$ cat src/sv/cad_pkg.sv
`default_nettype none

package cad_pkg;

    // Width of one stored element and of the data words on the channels.
    localparam int DATA_W = 32;

    // Width of the capacity register.
    localparam int CAP_W = 8;

    // Capacity after reset.
    localparam logic [CAP_W-1:0] CAP_RESET = 8'd128;

    // Answer of a peek on an empty deque.
    localparam logic [DATA_W-1:0] PEEK_EMPTY = '1;

    // Register indexes of the configuration port.
    localparam logic REG_CAPACITY = 1'b0;

    // Operation codes of an input word.
    typedef enum logic [2:0] {
        FN_PUSH_REAR  = 3'd0,
        FN_PUSH_FRONT = 3'd1,
        FN_POP_REAR   = 3'd2,
        FN_POP_FRONT  = 3'd3,
        FN_PEEK_FRONT = 3'd4,
        FN_PEEK_REAR  = 3'd5
    } func_t;

    // Status codes of a result word.
    typedef enum logic [1:0] {
        ST_OK    = 2'd0,
        ST_OVER  = 2'd1,
        ST_UNDER = 2'd2
    } status_t;

endpackage

`default_nettype wire

$ cat src/sv/cad_ram.sv
`default_nettype none

module cad_ram
    import cad_pkg::*;
#(
    parameter int DEPTH = 128
)
(
    input  wire logic                     clk,
    input  wire logic                     wr_en,
    input  wire logic [$clog2(DEPTH)-1:0] wr_addr,
    input  wire logic [DATA_W-1:0]        wr_data,
    input  wire logic                     rd_en,
    input  wire logic [$clog2(DEPTH)-1:0] rd_addr,
    output logic      [DATA_W-1:0]        rd_data
);

    logic [DATA_W-1:0] mem [DEPTH];

    // Single write port.
    always_ff @(posedge clk)
    begin
        if (wr_en)
        begin
            mem[wr_addr] <= wr_data;
        end
    end

    // Registered read port; the data holds until the next read.
    always_ff @(posedge clk)
    begin
        if (rd_en)
        begin
            rd_data <= mem[rd_addr];
        end
    end

endmodule

`default_nettype wire

$ cat src/sv/circular_array_deque.sv
// Double-ended queue of 32-bit words held in a circular array of DEPTH slots, of which
// the first "capacity" slots are used (capacity 0 acts as 1, values above DEPTH act as
// DEPTH). Each input word carries one operation (push rear/front, pop rear/front, peek
// front/rear) and yields exactly one result word in the cycle after it is accepted: peeked
// data (-1 on an empty peek, 0 for a non-peek), a status (ok, overflow, underflow) and the
// full and empty flags after the operation. One word is accepted every cycle while the
// result side takes its words; each word makes at most one access to the element memory
// (a write for a push, a read at the accept edge of a peek), and the one output register
// holds a stalled result and then holds the input side too. The memory is not cleared
// after reset and the block is ready at once. Write capacity only while the block is idle.
`default_nettype none

module circular_array_deque
    import cad_pkg::*;
#(
    parameter int DEPTH = 128
)
(
    input  wire logic                      clk,
    input  wire logic                      rst_n,
    // Configuration port.
    input  wire logic                      psel,
    input  wire logic                      penable,
    input  wire logic                      pwrite,
    input  wire logic [2:0]                paddr,
    input  wire logic [31:0]               pwdata,
    output logic      [31:0]               prdata,
    output logic                           pready,
    // Input channel.
    input  wire logic                      in_valid,
    output logic                           in_stall,
    input  wire logic [2:0]                func,
    input  wire logic signed [DATA_W-1:0]  value,
    // Output channel.
    output logic                           out_valid,
    input  wire logic                      out_stall,
    output logic signed [DATA_W-1:0]       data,
    output logic      [1:0]                status,
    output logic                           full_flag,
    output logic                           empty_flag
);

    localparam int IW = $clog2(DEPTH);
    localparam int EW = IW + 1;
    localparam int CW = (EW > CAP_W) ? EW : CAP_W;

    // Configuration register.
    logic [CAP_W-1:0] cap_reg;
    logic             cfg_wr;

    // Deque state.
    logic [IW-1:0] head_reg, head_next;
    logic [IW-1:0] tail_reg, tail_next;
    logic          empty_reg, empty_next;

    // Output register.
    logic              out_valid_reg;
    logic [DATA_W-1:0] data_reg, data_next;
    status_t           status_reg, status_next;
    logic              full_reg, full_next;
    logic              eflag_reg;
    logic              from_mem_reg, from_mem_next;

    // Memory port controls.
    logic              wr_en;
    logic [IW-1:0]     wr_addr;
    logic              rd_en;
    logic [IW-1:0]     rd_addr;
    logic [DATA_W-1:0] rd_data;

    logic          accept;
    logic [CW-1:0] cap_ext;
    logic [CW-1:0] ecap_w;
    logic [EW-1:0] ecap;
    logic          full_now;

    // Index one step forward, wrapping at the effective capacity.
    function automatic logic [IW-1:0] idx_next(input logic [IW-1:0] i,
                                               input logic [EW-1:0] c);
        logic [EW-1:0] s;
        s = {1'b0, i} + EW'(1);
        return (s >= c) ? '0 : s[IW-1:0];
    endfunction

    // Index one step back; an index outside the capacity lands on the last slot.
    function automatic logic [IW-1:0] idx_prev(input logic [IW-1:0] i,
                                               input logic [EW-1:0] c);
        logic [EW-1:0] last;
        last = c - EW'(1);
        return ((i == '0) || ({1'b0, i} >= c)) ? last[IW-1:0] : i - IW'(1);
    endfunction

    // Configuration write and read.
    assign pready = 1'b1;
    assign cfg_wr = psel && penable && pwrite && (paddr[2] == REG_CAPACITY);

    always_ff @(posedge clk or negedge rst_n)
    begin
        if (!rst_n)
        begin
            cap_reg <= CAP_RESET;
        end
        else if (cfg_wr)
        begin
            cap_reg <= pwdata[CAP_W-1:0];
        end
    end

    always_comb
    begin
        prdata = '0;
        if (paddr[2] == REG_CAPACITY)
        begin
            prdata = 32'(cap_reg);
        end
    end

    // Effective capacity: zero acts as one, anything above DEPTH saturates.
    assign cap_ext = CW'(cap_reg);

    always_comb
    begin
        if (cap_ext == '0)
        begin
            ecap_w = CW'(1);
        end
        else if (cap_ext > CW'(DEPTH))
        begin
            ecap_w = CW'(DEPTH);
        end
        else
        begin
            ecap_w = cap_ext;
        end
    end

    assign ecap = ecap_w[EW-1:0];

    // Handshake: a stalled result holds the input side.
    assign in_stall = out_valid_reg && out_stall;
    assign accept   = in_valid && !in_stall;

    assign full_now = !empty_reg && (idx_next(tail_reg, ecap) == head_reg);

    // Operation decode: pointer update, memory access and result word.
    always_comb
    begin
        head_next     = head_reg;
        tail_next     = tail_reg;
        empty_next    = empty_reg;
        data_next     = '0;
        status_next   = ST_OK;
        from_mem_next = 1'b0;
        wr_en         = 1'b0;
        wr_addr       = '0;
        rd_en         = 1'b0;
        rd_addr       = head_reg;

        if (accept)
        begin
            case (func_t'(func))
                FN_PUSH_REAR, FN_PUSH_FRONT:
                begin
                    if (full_now)
                    begin
                        status_next = ST_OVER;
                    end
                    else if (empty_reg)
                    begin
                        head_next  = '0;
                        tail_next  = '0;
                        empty_next = 1'b0;
                        wr_en      = 1'b1;
                        wr_addr    = '0;
                    end
                    else if (func_t'(func) == FN_PUSH_REAR)
                    begin
                        tail_next = idx_next(tail_reg, ecap);
                        wr_en     = 1'b1;
                        wr_addr   = tail_next;
                    end
                    else
                    begin
                        head_next = idx_prev(head_reg, ecap);
                        wr_en     = 1'b1;
                        wr_addr   = head_next;
                    end
                end
                FN_POP_REAR, FN_POP_FRONT:
                begin
                    if (empty_reg)
                    begin
                        status_next = ST_UNDER;
                    end
                    else if (head_reg == tail_reg)
                    begin
                        empty_next = 1'b1;
                        head_next  = '0;
                        tail_next  = '0;
                    end
                    else if (func_t'(func) == FN_POP_REAR)
                    begin
                        tail_next = idx_prev(tail_reg, ecap);
                    end
                    else
                    begin
                        head_next = idx_next(head_reg, ecap);
                    end
                end
                FN_PEEK_FRONT, FN_PEEK_REAR:
                begin
                    if (empty_reg)
                    begin
                        status_next = ST_UNDER;
                        data_next   = PEEK_EMPTY;
                    end
                    else
                    begin
                        rd_en         = 1'b1;
                        rd_addr       = (func_t'(func) == FN_PEEK_FRONT) ? head_reg : tail_reg;
                        from_mem_next = 1'b1;
                    end
                end
                default:
                begin
                    // Unknown operation: no change, flags only.
                end
            endcase
        end
    end

    assign full_next = !empty_next && (idx_next(tail_next, ecap) == head_next);

    // Element memory.
    cad_ram #(
        .DEPTH   (DEPTH)
    ) u_ram (
        .clk     (clk),
        .wr_en   (wr_en),
        .wr_addr (wr_addr),
        .wr_data (value),
        .rd_en   (rd_en),
        .rd_addr (rd_addr),
        .rd_data (rd_data)
    );

    // Deque state registers.
    always_ff @(posedge clk or negedge rst_n)
    begin
        if (!rst_n)
        begin
            head_reg  <= '0;
            tail_reg  <= '0;
            empty_reg <= 1'b1;
        end
        else
        begin
            head_reg  <= head_next;
            tail_reg  <= tail_next;
            empty_reg <= empty_next;
        end
    end

    // Output valid.
    always_ff @(posedge clk or negedge rst_n)
    begin
        if (!rst_n)
        begin
            out_valid_reg <= 1'b0;
        end
        else if (accept)
        begin
            out_valid_reg <= 1'b1;
        end
        else if (!out_stall)
        begin
            out_valid_reg <= 1'b0;
        end
    end

    // Output payload; loads only with an accepted word.
    always_ff @(posedge clk)
    begin
        if (accept)
        begin
            data_reg     <= data_next;
            status_reg   <= status_next;
            full_reg     <= full_next;
            eflag_reg    <= empty_next;
            from_mem_reg <= from_mem_next;
        end
    end

    assign out_valid  = out_valid_reg;
    assign data       = from_mem_reg ? rd_data : data_reg;
    assign status     = status_reg;
    assign full_flag  = full_reg;
    assign empty_flag = eflag_reg;

    // An empty deque always has both indices at slot zero.
    a_empty_idx: assert property (@(posedge clk) disable iff (!rst_n)
        empty_reg |-> (head_reg == '0) && (tail_reg == '0))
        else $error("empty deque with nonzero index");

    // A successful push leaves the deque non-empty.
    a_push_fill: assert property (@(posedge clk) disable iff (!rst_n)
        accept && (wr_en == 1'b1) |=> !empty_reg)
        else $error("deque empty after a push");

    // Popping the last element empties the deque.
    a_pop_last: assert property (@(posedge clk) disable iff (!rst_n)
        accept && !empty_reg && (head_reg == tail_reg)
        && ((func_t'(func) == FN_POP_REAR) || (func_t'(func) == FN_POP_FRONT))
        |=> empty_reg)
        else $error("deque not empty after popping the last element");

    // A reported result is never both full and empty, and has a defined status.
    a_flags: assert property (@(posedge clk) disable iff (!rst_n)
        out_valid_reg |-> !(full_reg && eflag_reg) && (status_reg != status_t'(2'd3)))
        else $error("inconsistent result flags");

endmodule

`default_nettype wire

$ cat config.mk
export PLATFORM = sky130hd
export DESIGN_NAME = circular_array_deque
export DESIGN_NICKNAME = d
export VERILOG_FILES = /design/src/sv/cad_pkg.sv /design/src/sv/cad_ram.sv /design/src/sv/circular_array_deque.sv
export SDC_FILE = /design/constraint.sdc
export NUM_CORES = 2
export LEC_CHECK = 0
export ABC_AREA = 1
export ABC_CLOCK_PERIOD_IN_PS = 6300
export BUFFER_PORTS_ARGS = -buffer_cell sky130_fd_sc_hd__buf_2
export CAP_MARGIN = 30
export CORE_MARGIN = 5
export CORE_UTILIZATION = 50
export CTS_BUF_LIST = sky130_fd_sc_hd__clkbuf_16
export CTS_CLUSTER_SIZE = 20
export DETAILED_ROUTE_END_ITERATION = 10
export HOLD_SLACK_MARGIN = 0.06
export PLACE_DENSITY = 0.74
export SYNTH_ARGS = -nofsm -noshare
export SYNTH_HDL_FRONTEND = slang
export SYNTH_SLANG_ARGS = --single-unit
$ cat constraint.sdc
create_clock -name clk -period 6.3 [get_ports clk]
set_input_delay 0.315 -clock clk [delete_from_list [all_inputs] [get_ports clk]]
set_output_delay 0.315 -clock clk [all_outputs]
set_load 0.005 [all_outputs]
Word-level counts from Yosys, hierarchy flattened
Memory sizes are Yosys's and may differ from the RTL's. A register that Yosys moved wholly into a read port is not among the register bits.
Cells that the tools add are included.

word-level totals
  register bits = 61
  bits in writable memories = 4096
  input bits = 77
  output and inout port bits = 71
  word-level logic and storage cells = 106
  memories = 1

operators by class
  add/sub/neg operators = 6
  magnitude comparators = 6
  eq/ne operators = 9
  mux-type cells = 53
  bitwise logic cells = 1
  reduce and logical (&&, ||, !) cells = 20

memory list
  memory     depth  width  read ports  clocked after memory_dff  wr ports  line           text
  u_ram.mem  128    32     1           1                         1         cad_ram.sv:18  logic [DATA_W-1:0] mem [DEPTH];

operator list
  cell                   count
  $mux W7                28
  $mux W32               2
  $pmux W7 S2            2
  $add A7 B1 Y8 const B  3
  $ge A8 B8 Y1           3
  $mux W8                3
  $eq A7 B7 Y1           3
  $sub A7 B1 Y7 const B  3
  $ge A7 B8 Y1           2
  $mux W1                15
  $logic_not A7 Y1       2
  $gt A8 B8 Y1 const B   1
  $logic_not A8 Y1       1
  $logic_and A1 B1 Y1    7
  $eq A3 B2 Y1 const B   2
  $eq A3 B3 Y1 const B   2
  $reduce_or A2 Y1       3
  $pmux W2 S2            1
  $reduce_or A4 Y1       1
  $eq A3 B1 Y1 const B   1
  $logic_not A1 Y1       3
  $logic_not A3 Y1       1
  $logic_or A1 B1 Y1     2
  $mux W2                1
  other kinds (3)        3

Logic depth before layout (Yosys ltp)
  depth in word-level cells = 16
  depth in mapped cells = 43
  depth with buffers taken out = 42

Hierarchy
From an unflattened synthesis, not the netlist that was laid out.

second synthesis, totals
  cells, all modules = 14186
  area total of the unflattened synthesis = 169850.4 um^2

by module, submodules not included
  module                instances  cells each  area an instance (um^2)  seq. area each (um^2)
  cad_ram               1          13389       164954.5                 123958.9
  circular_array_deque  1          797         4895.9                   783.3

Least setup slack after synthesis
No wires, ideal clock.

  path kind = register -> register
  start point = register tail_reg[1]
  end point = memory u_ram.mem[103][0], enable pin
  library setup time = 0.421 ns
  data arrival time = 4.992 ns
  data required time = 5.879 ns
  slack = 0.887 ns
  cell stages (with the launch flop) = 26
  path buffers = 3
  period minus slack after synthesis = 5.413 ns
  cell sequence = dfrtp_1 -> ha_1 -> nand3_1 -> nor3_2 -> xor2_2 -> ha_1 -> inv_1 -> nor3_1 -> a211oi_4 -> buf_2 -> nand4_1 -> nand2_1 -> nor2_1 -> nand2_1 -> nor2_4 -> nor2_4 -> buf_6 -> inv_2 -> nor2_4 -> inv_2 -> nor3_2 -> inv_2 -> nor2_2 -> nand2_2 -> buf_2 -> nor2_1

between the ends
  longest elaborated chain between the ends = 10
  elaborated cells between the ends (all ways) = 15
  classes of those cells = 1 x add/sub; 1 x order compare; 1 x eq/ne; 11 x mux; 1 x reduce/logical

ends and longest elaborated chain
  what                           line                         text
  from (decl)                    circular_array_deque.sv:53   logic [IW-1:0] tail_reg, tail_next;
  from (signal assigned)         circular_array_deque.sv:259  tail_reg <= tail_next;
  $add A7 B1 Y8 *                circular_array_deque.sv:81   s = {1'b0, i} + EW'(1);
  $ge A8 B8 Y1                   circular_array_deque.sv:82   return (s >= c) ? '0 : s[IW-1:0];
  $mux W7 *                      circular_array_deque.sv:82
  $eq A7 B7 Y1                   circular_array_deque.sv:143  assign full_now = !empty_reg && (idx_next(tail_reg, ecap) == head_reg);
  $logic_and A1 B1 Y1            circular_array_deque.sv:143
  $mux W1                        circular_array_deque.sv:164  if (full_now)
  $mux W1                        circular_array_deque.sv:161  case (func_t'(func))
  $mux W1                        circular_array_deque.sv:159  if (accept)
  $mux W1                        cad_ram.sv:23                if (wr_en)
  $mux W1 (implied by the code)  cad_ram.sv:25                mem[wr_addr] <= wr_data;
  to (decl)                      cad_ram.sv:18

Every way passes the cells marked *; elsewhere a longest branch is shown, timed or not.

Worst setup path after layout
  start point = register cap_reg[2], in the netlist cap_ext[2]
  end point = memory u_ram.mem[108][25], enable pin

between the ends
  longest elaborated chain between the ends = 12
  elaborated cells between the ends (all ways) = 22
  classes of those cells = 1 x add/sub; 3 x order compare; 1 x eq/ne; 14 x mux; 3 x reduce/logical

ends and longest elaborated chain
  what                           line                         text
  from (decl)                    circular_array_deque.sv:48   logic [CAP_W-1:0] cap_reg;
  from (signal assigned)         circular_array_deque.sv:105  cap_reg <= pwdata[CAP_W-1:0];
  $gt A8 B8 Y1                   circular_array_deque.sv:127  else if (cap_ext > CW'(DEPTH))
  $mux W8                        circular_array_deque.sv:127
  $mux W8 *                      circular_array_deque.sv:123  if (cap_ext == '0)
  $ge A8 B8 Y1                   circular_array_deque.sv:82
  $mux W7                        circular_array_deque.sv:82
  $eq A7 B7 Y1                   circular_array_deque.sv:143
  $logic_and A1 B1 Y1            circular_array_deque.sv:143
  $mux W1                        circular_array_deque.sv:164
  $mux W1                        circular_array_deque.sv:161
  $mux W1                        circular_array_deque.sv:159
  $mux W1                        cad_ram.sv:23
  $mux W1 (implied by the code)  cad_ram.sv:25

Marks and branches as above.

==> flow_summary.ini <==
[cells_and_area]
area_growth_pct = 13.7
largest_register_ffs = 4096
layout-drive-gt1-share_pct = 10.2
top_register = u_ram.mem
final_common_cell = edfxtp_1
final_nets = 13110
final_cell_mix = edfxtp_1, nor2_1, o21ai_0
fillers = 24830

[pwr]
power.share.switching_pct = 33.7
vdd_drop_max_uv = 354
intPower_w = 0.0494
p_leak_nw = 61.4
p_clk_share_pct = 31.7
power.density_mw_per_mm2 = 393
netSwitchingPower_w = 0.0251
seqPwrFrac_pct = 41.2
p_comb_share_pct = 27.1

[sta]
rsz0062_at_grt = false
setup_viol = 0
whs_ns = 0.116
drv_slew = 0
finalCritPeriodShare_pct = 92.7
hold_viol = 0
period_needed_ns = 5.84
fin_skew_ns = 0.0605
clock.fmax_ghz = 0.171
tns_ns = 0
worst_pin_slew_ns = 1.08
relSlewSlack_pct = 27.8

[cts]
cts_tree = done
cts_sinks = 4158
cts-resized-gates = 0
cts_setup_buffers = 0
clkSlewWorstSetupHoldPaths_ns = 0.06
root_buffer = clkbuf_16
clockBufferDepth = 4
cts_made_buffers = 405
ctsHoldBuffers = 65
worstSkewPairLatency_ns = 0.98
htreeDepth = 5

[flow_run]
drv_cap = 0

[grt]
grt_max_degree = 192
grt_pass1_wl_um = 694000
overflow = 0
grt_util_all_layers_pct = 26.9
grt_pass1_vias = 104860
antenna_found_initial = 37

[detailed_routing]
antenna_left = 0
drc = 0
drtPass1Iterations = 8
drt_iter0_drc = 17048
via_count = 111710
wire_per_inst_um = 27.1
vias_per_cell = 6.31
drt_wl_total_um = 480000

[floorplan]
die_x_um = 588
die_h_um = 588
io_pins = 148
dieArea_sq_mm = 0.345
fp-row-count = 212
fp.coreArea_sq_mm = 0.333
start_util_pct = 50.1

[setup_path]
cp-end-kind = register
start_kind = register
critPathMaxFanout = 32
worst_ep_required_time_ns = 6.89
arrival_ns = 6.43
worstSetupPathType = reg2reg

[yosys]
syn_area_sq_mm = 0.167
ys.flop_type = edfxtp_1
yosys_warnings = 0
syn_avg_cell_area_sq_um = 13.0
synthArstFlopShare_pct = 0.577
synth_edf_count = 4134
synth-seq-cells = 4158
syn_inst = 12839
ys_seq_area_share_pct = 74.8
synth_cell_type_count = 55

[place]
place_hpwl_um = 278000
gp_congestion = 0.967
io_buffers = 96

[run_status]
outcome = finished, final reports clean

[worst_hold_path]
hold_class = in2reg
==> path summary, 6_finish.rpt <==
check                                       start                      endpoint  slack, ns  depth (start not counted)
max                        cap_ext[2]$_DFFE_PN0P_  u_ram.mem[108][25]$_DFFE_PP_       0.46                         18
min in group asynchronous                   rst_n        cap_ext[7]$_DFFE_PN1P_       0.56                          3
min reg2reg                 tail_reg[3]$_DFF_PN0_         tail_reg[3]$_DFF_PN0_       0.78                          2
max in group asynchronous                   rst_n         head_reg[1]$_DFF_PN0_       5.56                          4
max reg2reg                cap_ext[2]$_DFFE_PN0P_  u_ram.mem[108][25]$_DFFE_PP_       0.46                         18
min                                       func[1]    data_reg[30]$_SDFFCE_PP0P_       0.12                          5
==> power groups by stage <==
stage	combinational (W)	clock, W	sequential (W)
6_report	0.0202	0.0236	0.0307
4_1_cts	0.0195	0.0237	0.0307
3_5_place_dp	0.0193	0	0.0313
2_1_floorplan	0.0113	0	0.0312
3_3_place_gp	0.0190	0	0.0313
5_1_grt	0.0214	0.0249	0.0307
==> synth_stat cells (2+ instances only) <==
| master | n | area (sq um) |
|---|---|---|
| buf_1 | 61 | 229 |
| o32ai_1 | 1022 | 8950 |
| a211oi_1 | 4 | 30.0 |
| a21oi_1 | 41 | 205 |
| xnor2_1 | 4 | 35.0 |
| edfxtp_1 | 4134 | 124000 |
| buf_6 | 2 | 22.5 |
| o2111ai_1 | 6 | 52.6 |
| ha_1 | 47 | 588 |
| nor2_4 | 4 | 45.0 |
| dfstp_2 | 2 | 52.6 |
| nor2_1 | 3904 | 14700 |
| nor3_2 | 4 | 40.0 |
| nand3_2 | 3 | 30.0 |
| nand2_4 | 5 | 56.3 |
| nor3_1 | 11 | 55.1 |
| clkinv_1 | 7 | 26.3 |
| o21bai_1 | 2 | 15.0 |
| inv_1 | 96 | 360 |
| xor2_1 | 23 | 201 |
| nor2_2 | 5 | 31.3 |
| nand2_1 | 357 | 1340 |
| buf_4 | 27 | 203 |
| nand4_1 | 26 | 163 |
| o211ai_1 | 10 | 75.1 |
| o311ai_0 | 4 | 35.0 |
| o21ai_0 | 1663 | 8320 |
| a21o_1 | 2 | 15.0 |
| o22ai_1 | 318 | 1990 |
| nand2_2 | 14 | 87.6 |
| o21ai_1 | 37 | 185 |
| inv_2 | 14 | 52.6 |
| a22oi_1 | 7 | 52.6 |
| conb_1 | 2 | 7.51 |
| buf_2 | 97 | 485 |
| dfrtp_1 | 22 | 551 |
| clkbuf_1 | 779 | 2920 |
| nand3_1 | 56 | 280 |
==> worst max-delay path: stages (launching register included) <==
cell and delay [ns]:
dfrtp_1 0.44, nor2_1 0.14, nand2_1 0.12, o21ai_4 0.22
nand2_1 0.23, ha_1 0.36, a21oi_1 0.14, o21ai_0 0.10
a221oi_1 0.54, nand3_1 0.51, nor2_1 0.24, o21ai_0 0.19
nor3_2 0.51, inv_2 0.07, nor2_1 0.11, buf_4 0.21
nand2_1 0.53, nor2_4 0.24, buf_4 0.54
==> layer usage <==
layer	up-vias	wire length [um]	global-route usage, %
met2	7523	216000	41.0
li1	48145	-	-
met5	-	172	0
met4	28	26400	13.0
met1	54745	176000	36.6
met3	1269	61700	6.40
==> logic make-up after synthesis <==
group,after synthesis,share of synthesized area [%]
XOR/XNOR,28,0.152
buffers and inverters,1085,2.59
other,2,0.00450
AO/OA/AOI/OAI,3124,12.0
AND/OR/NAND/NOR,4395,10.1
flip-flops,4158,74.8
adder cells (fa/ha/maj),47,0.353
==> cell type report <==
| class | count | area, sq um | share of cell area (%) |
|---|---|---|---|
| Antenna cell | 9 | 22.5 | 0.0119 |
| Clock inverter | 320 | 2540 | 1.34 |
| Timing Repair Buffer | 684 | 7090 | 3.74 |
| Sequential cell | 4158 | 125000 | 65.8 |
| Clock buffer | 414 | 10400 | 5.47 |
| Tap cell | 4387 | 5490 | 2.90 |
| Inverter | 118 | 472 | 0.249 |
| Multi-Input combinational cell | 7619 | 38800 | 20.5 |
==> stage by stage <==
step	cell area [sq um]	util (%)	cells	power [W]	worst slack, ns
floorplan	167000	-	12862	0.0425	0.887
CTS	189000	56.9	17689	0.0739	0.634
global placement	176000	52.8	16885	0.0502	0.609
global route	190000	56.9	17701	0.0770	0.145
finish	190000	56.9	17709	0.0745	0.461
detailed placement	176000	52.8	16890	0.0506	0.635
No activity file was read; power rests on OpenSTA's default activity.
